==> src/sv/bignum_single_limb_mul_div_unit_assert.svh <==
// ----------------------------------------------------------------------------
// Assertion macros for the single-limb multiply/divide unit
// Concurrent checks that compile away when SYNTHESIS is defined.
// ----------------------------------------------------------------------------
`ifndef BIGNUM_SINGLE_LIMB_MUL_DIV_UNIT_ASSERT_SVH
`define BIGNUM_SINGLE_LIMB_MUL_DIV_UNIT_ASSERT_SVH

`ifndef SYNTHESIS

// A condition that must hold at every clock edge outside reset.
`define BSL_ASSERT_ALWAYS(lbl, clk, rst_n, expr) \
    lbl: assert property (@(posedge clk) disable iff (!rst_n) (expr)) \
        else $error("bsl: invariant violated");

// A condition that must hold in the cycle after a trigger.
`define BSL_ASSERT_NEXT(lbl, clk, rst_n, ante, cons) \
    lbl: assert property (@(posedge clk) disable iff (!rst_n) (ante) |=> (cons)) \
        else $error("bsl: next-cycle check failed");

`else

`define BSL_ASSERT_ALWAYS(lbl, clk, rst_n, expr)
`define BSL_ASSERT_NEXT(lbl, clk, rst_n, ante, cons)

`endif

`endif

==> src/sv/bsl_pkg.sv <==
// ----------------------------------------------------------------------------
// Shared package for the single-limb multiply/divide unit
// Sizes, operation codes, sequencer states and the arithmetic unit interface.
// ----------------------------------------------------------------------------
package bsl_pkg;

    // Store geometry.
    localparam int LIMB_CAPACITY = 128;
    localparam int LIMB_W        = 32;
    localparam int ADDR_W        = $clog2(LIMB_CAPACITY);
    localparam int CNT_W         = $clog2(LIMB_CAPACITY + 1);
    localparam int STEP_W        = $clog2(LIMB_W);

    // Fixed field widths of the transaction ports.
    localparam int OP_W     = 2;
    localparam int INDEX_W  = 7;
    localparam int TOTAL_W  = 8;
    localparam int BITLEN_W = 13;

    // Internal widths for comparing a limb index and for the bit length.
    localparam int CMP_W = (CNT_W > INDEX_W) ? CNT_W : INDEX_W;
    localparam int BLC_W = CNT_W + STEP_W;

    typedef enum logic [OP_W-1:0] {
        OP_CLEAR  = 2'd0,
        OP_MULADD = 2'd1,
        OP_DIVIDE = 2'd2,
        OP_READ   = 2'd3
    } t_op;

    // Commands to the shared arithmetic unit.
    typedef enum logic [2:0] {
        AOP_HOLD,
        AOP_INIT,
        AOP_MUL,
        AOP_ACC,
        AOP_LOAD,
        AOP_STEP
    } t_arith_op;

    // Status returned by the arithmetic unit.
    typedef struct packed {
        logic [LIMB_W-1:0] mul_lo;
        logic [LIMB_W-1:0] carry;
        logic [LIMB_W-1:0] quo;
        logic [LIMB_W-1:0] rem;
        logic              div_last;
    } t_arith_stat;

    typedef enum logic [3:0] {
        ST_IDLE,
        ST_MUL_MPY,
        ST_MUL_ACC,
        ST_MUL_TAIL,
        ST_DIV_LOAD,
        ST_DIV_STEP,
        ST_DIV_WRITE,
        ST_RD_WAIT,
        ST_FIN
    } t_state;

    // Number of significant bits in one limb, 0 for a zero limb.
    function automatic logic [STEP_W:0] limb_bits(input logic [LIMB_W-1:0] v);
        logic [STEP_W:0] k;
        k = '0;
        for (int i = 0; i < LIMB_W; i++) begin
            if (v[i]) begin
                k = (STEP_W + 1)'(i + 1);
            end
        end
        return k;
    endfunction

endpackage

==> src/sv/bsl_arith_unit.sv <==
// ----------------------------------------------------------------------------
// Shared arithmetic unit
// A 32x32 multiplier with carry accumulate, and a bit-serial restoring
// divider that produces one quotient bit per cycle.
// ----------------------------------------------------------------------------
module bsl_arith_unit import bsl_pkg::*; (
    input  logic              i_clk,
    input  logic              i_rst_n,
    input  t_arith_op         i_ctrl,
    input  logic [LIMB_W-1:0] i_rd_data,
    input  logic [LIMB_W-1:0] i_factor,
    input  logic [LIMB_W-1:0] i_addend,
    output t_arith_stat       o_stat
);

    logic [2*LIMB_W-1:0] r_prod;
    logic [LIMB_W-1:0]   r_carry;
    logic [LIMB_W-1:0]   r_rem;
    logic [LIMB_W-1:0]   r_dq;
    logic [STEP_W-1:0]   r_step;

    logic [2*LIMB_W-1:0] sum;
    logic [LIMB_W:0]     trial;
    logic [LIMB_W:0]     diff;
    logic                ge;

    // Product plus incoming carry; cannot overflow 64 bits.
    assign sum = r_prod + {{LIMB_W{1'b0}}, r_carry};

    // One restoring division step on the partial remainder.
    assign trial = {r_rem, r_dq[LIMB_W-1]};
    assign diff  = trial - {1'b0, i_factor};
    assign ge    = (trial >= {1'b0, i_factor});

    // Step counter is control state.
    always_ff @(posedge i_clk) begin
        if (!i_rst_n) begin
            r_step <= '0;
        end else if (i_ctrl == AOP_LOAD) begin
            r_step <= '0;
        end else if (i_ctrl == AOP_STEP) begin
            r_step <= r_step + STEP_W'(1);
        end
    end

    // Datapath registers.
    always_ff @(posedge i_clk) begin
        unique case (i_ctrl)
            AOP_INIT: begin
                r_carry <= i_addend;
                r_rem   <= '0;
            end
            AOP_MUL: begin
                r_prod <= (2*LIMB_W)'(i_rd_data) * (2*LIMB_W)'(i_factor);
            end
            AOP_ACC: begin
                r_carry <= sum[2*LIMB_W-1:LIMB_W];
            end
            AOP_LOAD: begin
                r_dq <= i_rd_data;
            end
            AOP_STEP: begin
                r_rem <= ge ? diff[LIMB_W-1:0] : trial[LIMB_W-1:0];
                r_dq  <= {r_dq[LIMB_W-2:0], ge};
            end
            default: begin
            end
        endcase
    end

    assign o_stat.mul_lo   = sum[LIMB_W-1:0];
    assign o_stat.carry    = r_carry;
    assign o_stat.quo      = r_dq;
    assign o_stat.rem      = r_rem;
    assign o_stat.div_last = (r_step == STEP_W'(LIMB_W - 1));

endmodule

==> config.mk <==
export PLATFORM = sky130hd
export DESIGN_NAME = bsl_arith_unit
export DESIGN_NICKNAME = d
export VERILOG_FILES = /design/src/sv/bignum_single_limb_mul_div_unit_assert.svh /design/src/sv/bsl_pkg.sv /design/src/sv/bsl_arith_unit.sv
export SDC_FILE = /design/constraint.sdc
export NUM_CORES = 2
export LEC_CHECK = 0
export BUFFER_PORTS_ARGS = -buffer_cell sky130_fd_sc_hd__clkbuf_2
export CAP_MARGIN = 15
export CORE_ASPECT_RATIO = 0.9
export CORE_MARGIN = 4
export CORE_UTILIZATION = 45
export CTS_BUF_LIST = sky130_fd_sc_hd__clkbuf_4
export CTS_CLUSTER_SIZE = 10
export DETAILED_ROUTE_END_ITERATION = 12
export HOLD_SLACK_MARGIN = 0.1
export PLACE_DENSITY_LB_ADDON = 0.3
export SETUP_SLACK_MARGIN = 0.5
export SLEW_MARGIN = 10
export SYNTH_ARGS = -nofsm -noshare
export SYNTH_HDL_FRONTEND = slang
export SYNTH_SLANG_ARGS = --single-unit
==> constraint.sdc <==
create_clock -name i_clk -period 8.9 [get_ports i_clk]
set_input_delay 0.89 -clock i_clk [delete_from_list [all_inputs] [get_ports i_clk]]
set_output_delay 0.89 -clock i_clk [all_outputs]
set_load 0.02 [all_outputs]
Word level (Yosys, flattened, before mapping)
Index checks and enable logic that the tools add are counted.
- output and inout port bits: 129
- memories kept: 0
- latch bits: 0
- register bits: 165
- logic and storage cells: 25
- memory bits (read-only): 0
- bits of input ports: 101
- RAM bits: 0
- shift-type cells: 0
- equality and inequality tests: 6
- magnitude comparators: 1
- multiplexer cells: 4
- bitwise gates (word level): 1
- div/mod/pow operators: 0
- multiply operators: 1
- reduce and logical (&&, ||, !) cells: 4
- add/sub/neg operators: 3
- operator list (cell ; count):
    $pmux 32 s2 ; 3
    $add 64x32->64 ; 1
    $mul 32x32->64 ; 1
    $ge 33x32->1 ; 1
    $mux 32 ; 1
    $sub 32x32->32 ; 1
    $eq 3x2->1 const B ; 2
    $eq 3x3->1 const B ; 2
    $reduce_bool 2->1 ; 3
    $add 5x1->5 const B ; 1
    $eq 5x5->1 const B ; 1
    $eq 3x1->1 const B ; 1
    $reduce_or 2->1 ; 1
    $not 1->1 ; 1

Depth between registers and ports, before layout
- depth after elaboration: 3
- gate-level depth with buffers: 28
- gate-level depth less buffers: 26

Worst setup path after synthesis
OpenSTA, ideal clock, no wires.
- path kind: input-to-reg
- start point: in i_rd_data[16]
- end point: reg r_prod[48], data pin
- buffers on the path: 1
- cell stages on the path: 23
- arrival: 7.342 ns
- path slack: 1.298 ns
- required time: 8.640 ns
- library setup time: 0.260 ns
- cells stage by stage: clkbuf_1 -> nand2_1 -> fa_1 -> fa_1 -> fa_1 -> fa_1 -> inv_1 -> fa_1 -> fa_1 -> inv_1 -> fa_1 -> fa_1 -> inv_1 -> ha_1 -> o21ai_0 -> o221a_2 -> o31a_1 -> a211o_1 -> a21oi_1 -> o21ai_1 -> o31ai_2 -> a21boi_0 -> xnor2_1
- longest elaborated chain between the ends: 1
- RTL lines (what ; RTL line ; text):
    start, declared ; bsl_arith_unit.sv:10 ; input logic [LIMB_W-1:0] i_rd_data,
    $mul 32x32->64 ; bsl_arith_unit.sv:54 ; r_prod <= (2*LIMB_W)'(i_rd_data) * (2*LIMB_W)'(i_factor);
    end signal, assigned ; bsl_arith_unit.sv:54 ;
    end, declared ; bsl_arith_unit.sv:16 ; logic [2*LIMB_W-1:0] r_prod;
Every way passes these cells.
A chain may end at the register's enable or synchronous reset.

Final worst setup path
- start point: in i_factor[9]
- end point: reg r_prod[56], data pin
- longest elaborated chain between the ends: 1
- RTL lines (what ; RTL line ; text):
    start, declared ; bsl_arith_unit.sv:11 ; input logic [LIMB_W-1:0] i_factor,
    $mul 32x32->64 ; bsl_arith_unit.sv:54 ;
Every way passes these cells.

==> flow_summary.yaml <==
global_routing:
  grt_max_degree: 65
  use_met1_pct: 33.8
  grt_pass1_wl_mm: 198
  use_met3_pct: 2.91
  grt-ovfl-total: 0
  grt_util_all_layers_pct: 24.8
  global_route.usage.met2_pct: 41.4
  grt_antenna_before_repair: 4
  grt_pass1_vias: 34700
  grt.busiest_layer: "met2"
synth:
  synth_top_area_share_pct: 40.9
  synth_edf_count: 160
  synth_cell_types: 87
  async_reset_ff_share_pct: 0
  synth_area_sq_mm: 0.0440
  ys_seq_area_share_pct: 11.2
  ys_warn_count: 0
  yosysTopAreaCell: "fa_1"
  synth_nets: 6107
  ys_top_cells_by_count: "927 x inv_1, 898 x fa_1, 662 x nand2_1"
  synth_area_per_cell_sq_um: 9.20
  synthMostInstantiatedCell: "inv_1"
  synth-main-ff-cell: "edfxtp_1"
  synth_area_leaders: "fa_1 41%, edfxtp_1 11%, ha_1 9.4%"
  ys_ff_latch: 165
  synthCells: 4779
worst_hold_path:
  min-delay-start: "i_addend[28]"
  min_path_type: "input pin to flip-flop"
clock_network:
  cts_buffers: 17
  worstSkewPairLatency_ns: 0.75
  holdBufCountCts: 0
  cts_tree: "built"
  post_cts_buffers: 0
  cts_resized: 0
  numClockSinks: 165
  cts_max_level: 4
  clk_pin_slew_ns: 0.17
  clockRootBuffer: "clkbuf_4"
  clk_path_buf_depth: 2
setup_path:
  cp_data_required_time_ns: 9.39
  worstReg2RegStart: "r_rem[5]"
  critical_path.max_fanout: 23
  startpoint: "i_factor[9]"
  start_kind: "input pin"
  cp_slowest_cell: "a2111oi_2"
  rrSetupSlack_ns: 4.76
  r2r.worst_path.cells: 11
  crit_type: "input pin to flip-flop"
  slowest_delay_ns: 0.66
  arrival_ns: 8.46
  endpoint_kind: "flip-flop"
  cp-endpoint: "r_prod[56]"
  cp_common_cell: "fa_1"
  rr_endpoint: "r_rem[20]"
  crit_chain: "clkbuf_2 > and2_1 > fa_1 > fa_1 > fa_1 > inv_1 > fa_1 > inv_1 > fa_1 > fa_1 > fa_1 > inv_1 > fa_1 > inv_1 > ha_1 > o21ai_0 > o221a_2 > o31a_1 > a2111oi_2 > o2111ai_1 > a311oi_1 > nor2_1 > o21ai_1 > xor2_1"
sta:
  finalSetupTns_ns: 0
  setup_violations: 0
  fin_hold_ws_ns: 0.433
  rsz0062_at_grt: "no"
  setup_ws_ns: 0.922
  period_needed_ns: 7.98
  hold_viol: 0
  max_freq_ghz: 0.125
  worst_slew_margin_rel_pct: 30.9
  worstMarginPinSlew_ns: 1.03
  finClkSkew_ns: 0.0436
  drv_slew: 0
  min_period_over_period_pct: 89.6
placed_design:
  dp.cells: 6126
  place.gp.congestion: 0.928
  io_buffers: 229
  dp_hpwl_mm: 105
  pre_cts_ws_ns: 0.253
floorplanning:
  die_area_sq_mm: 0.103
  core_area_sq_mm: 0.0968
  die_y_microns: 305
  die_w_microns: 338
  rows: 108
  io_pins: 230
  initial_core_util_pct: 45.5
layout:
  final_cells: 6165
  nNetsFinal: 6209
  multi_input_area_sq_mm: 0.0346
  nFillCells: 9143
  regArea_sq_mm: 0.00490
  syn_to_final_growth_pct: 6.48
  drive_gt1_share_pct: 8.58
route:
  wl_mm: 124
  dr.pass1.iters: 5
  drc: 0
  vias: 33000
  ant_nets: 0
  routed_via_density: 5.35
  drt_first_iter_violations: 2240
  wl_per_cell_microns: 20.2
outcome:
  run_status: "completed"
job:
  cap_violations: 0
[state kept, by name, indices dropped and copies added, names as in the netlist]
signal   count
r_step       5
r_dq        32
r_prod      64
r_rem       32
r_carry     32
[layout make-up]
class | count | area share (%)
antenna | 6 | 0.0321
clock buffer | 17 | 0.272
clock inverter | 15 | 0.294
inverter | 927 | 7.43
multi-input combinational | 3426 | 73.8
sequential | 165 | 10.5
tap | 1265 | 3.38
timing repair buffer | 344 | 4.34
[kinds of logic (layout without fill, tap and decap cells)]
kind of cell | after synthesis | count (layout) | synth area share [%]
AND/OR/NAND/NOR | 1574 | 1574 | 17.9
XOR/XNOR | 150 | 150 | 2.99
buffers and inverters | 1188 | 1303 | 10.4
AO/OA/AOI/OAI | 452 | 452 | 6.85
adder cells (fa/ha/maj) | 1227 | 1227 | 50.2
flip-flops | 165 | 165 | 11.2
other | 0 | 6 | 0
multiplexers | 23 | 23 | 0.526
[critical path: cells and delay by family]
kind / cells / cell delay (ns)
and+or+nand+nor: 2 / 0.50
AOI/OAI and AO/OA: 7 / 2.09
xor gates and xnor gates: 1 / 0.08
buffers and inverters: 5 / 0.63
adders and majority gates: 9 / 4.22
[metal layers]
metal | part of all wire, % | wire length, microns
met1 | 42 | 51700
met2 | 49 | 61000
met4 | 3.5 | 4310
met5 | 0.017 | 21
met3 | 5.9 | 7290
[worst min path at each step]
stage,endpoint,slack [ns],cells past startpoint
2_1_floorplan,r_step[4],0.44,2
3_3_place_gp,r_step[4],0.45,2
3_5_place_dp,r_step[4],0.46,2
4_1_cts,r_carry[23],0.35,3
5_1_grt,r_carry[25],0.37,3
6_report,r_carry[28],0.43,3
[per-stage QoR]
step	instance area (sq um)	utilization, %
2_1_floorplan	44000	-
3_3_place_gp	46500	48.1
3_5_place_dp	46500	48.1
4_1_cts	46800	48.4
5_1_grt	46800	48.4
6_report	46800	48.4
[cells in the final DEF (no fill, tap or decap), drive strengths merged, types with 15 or more instances in the layout]
master	Yosys	routed
nor3	29	29
a21oi	130	130
o21bai	17	17
and3	25	25
o21ai	102	102
xor2	40	40
nand4	26	26
xnor2	110	110
nor2	109	109
a211oi	21	21
and2	615	615
nand3	49	49
inv	927	935
buf	11	115
nor2b	15	15
ha	329	329
mux2i	22	22
edfxtp	160	160
fa	898	898
clkbuf	248	246
a21o	65	65
nand2	662	662
Power is left out: the tool's default activity adds up to more than one toggle a clock period on the data nets, which glitch-free logic cannot reach.
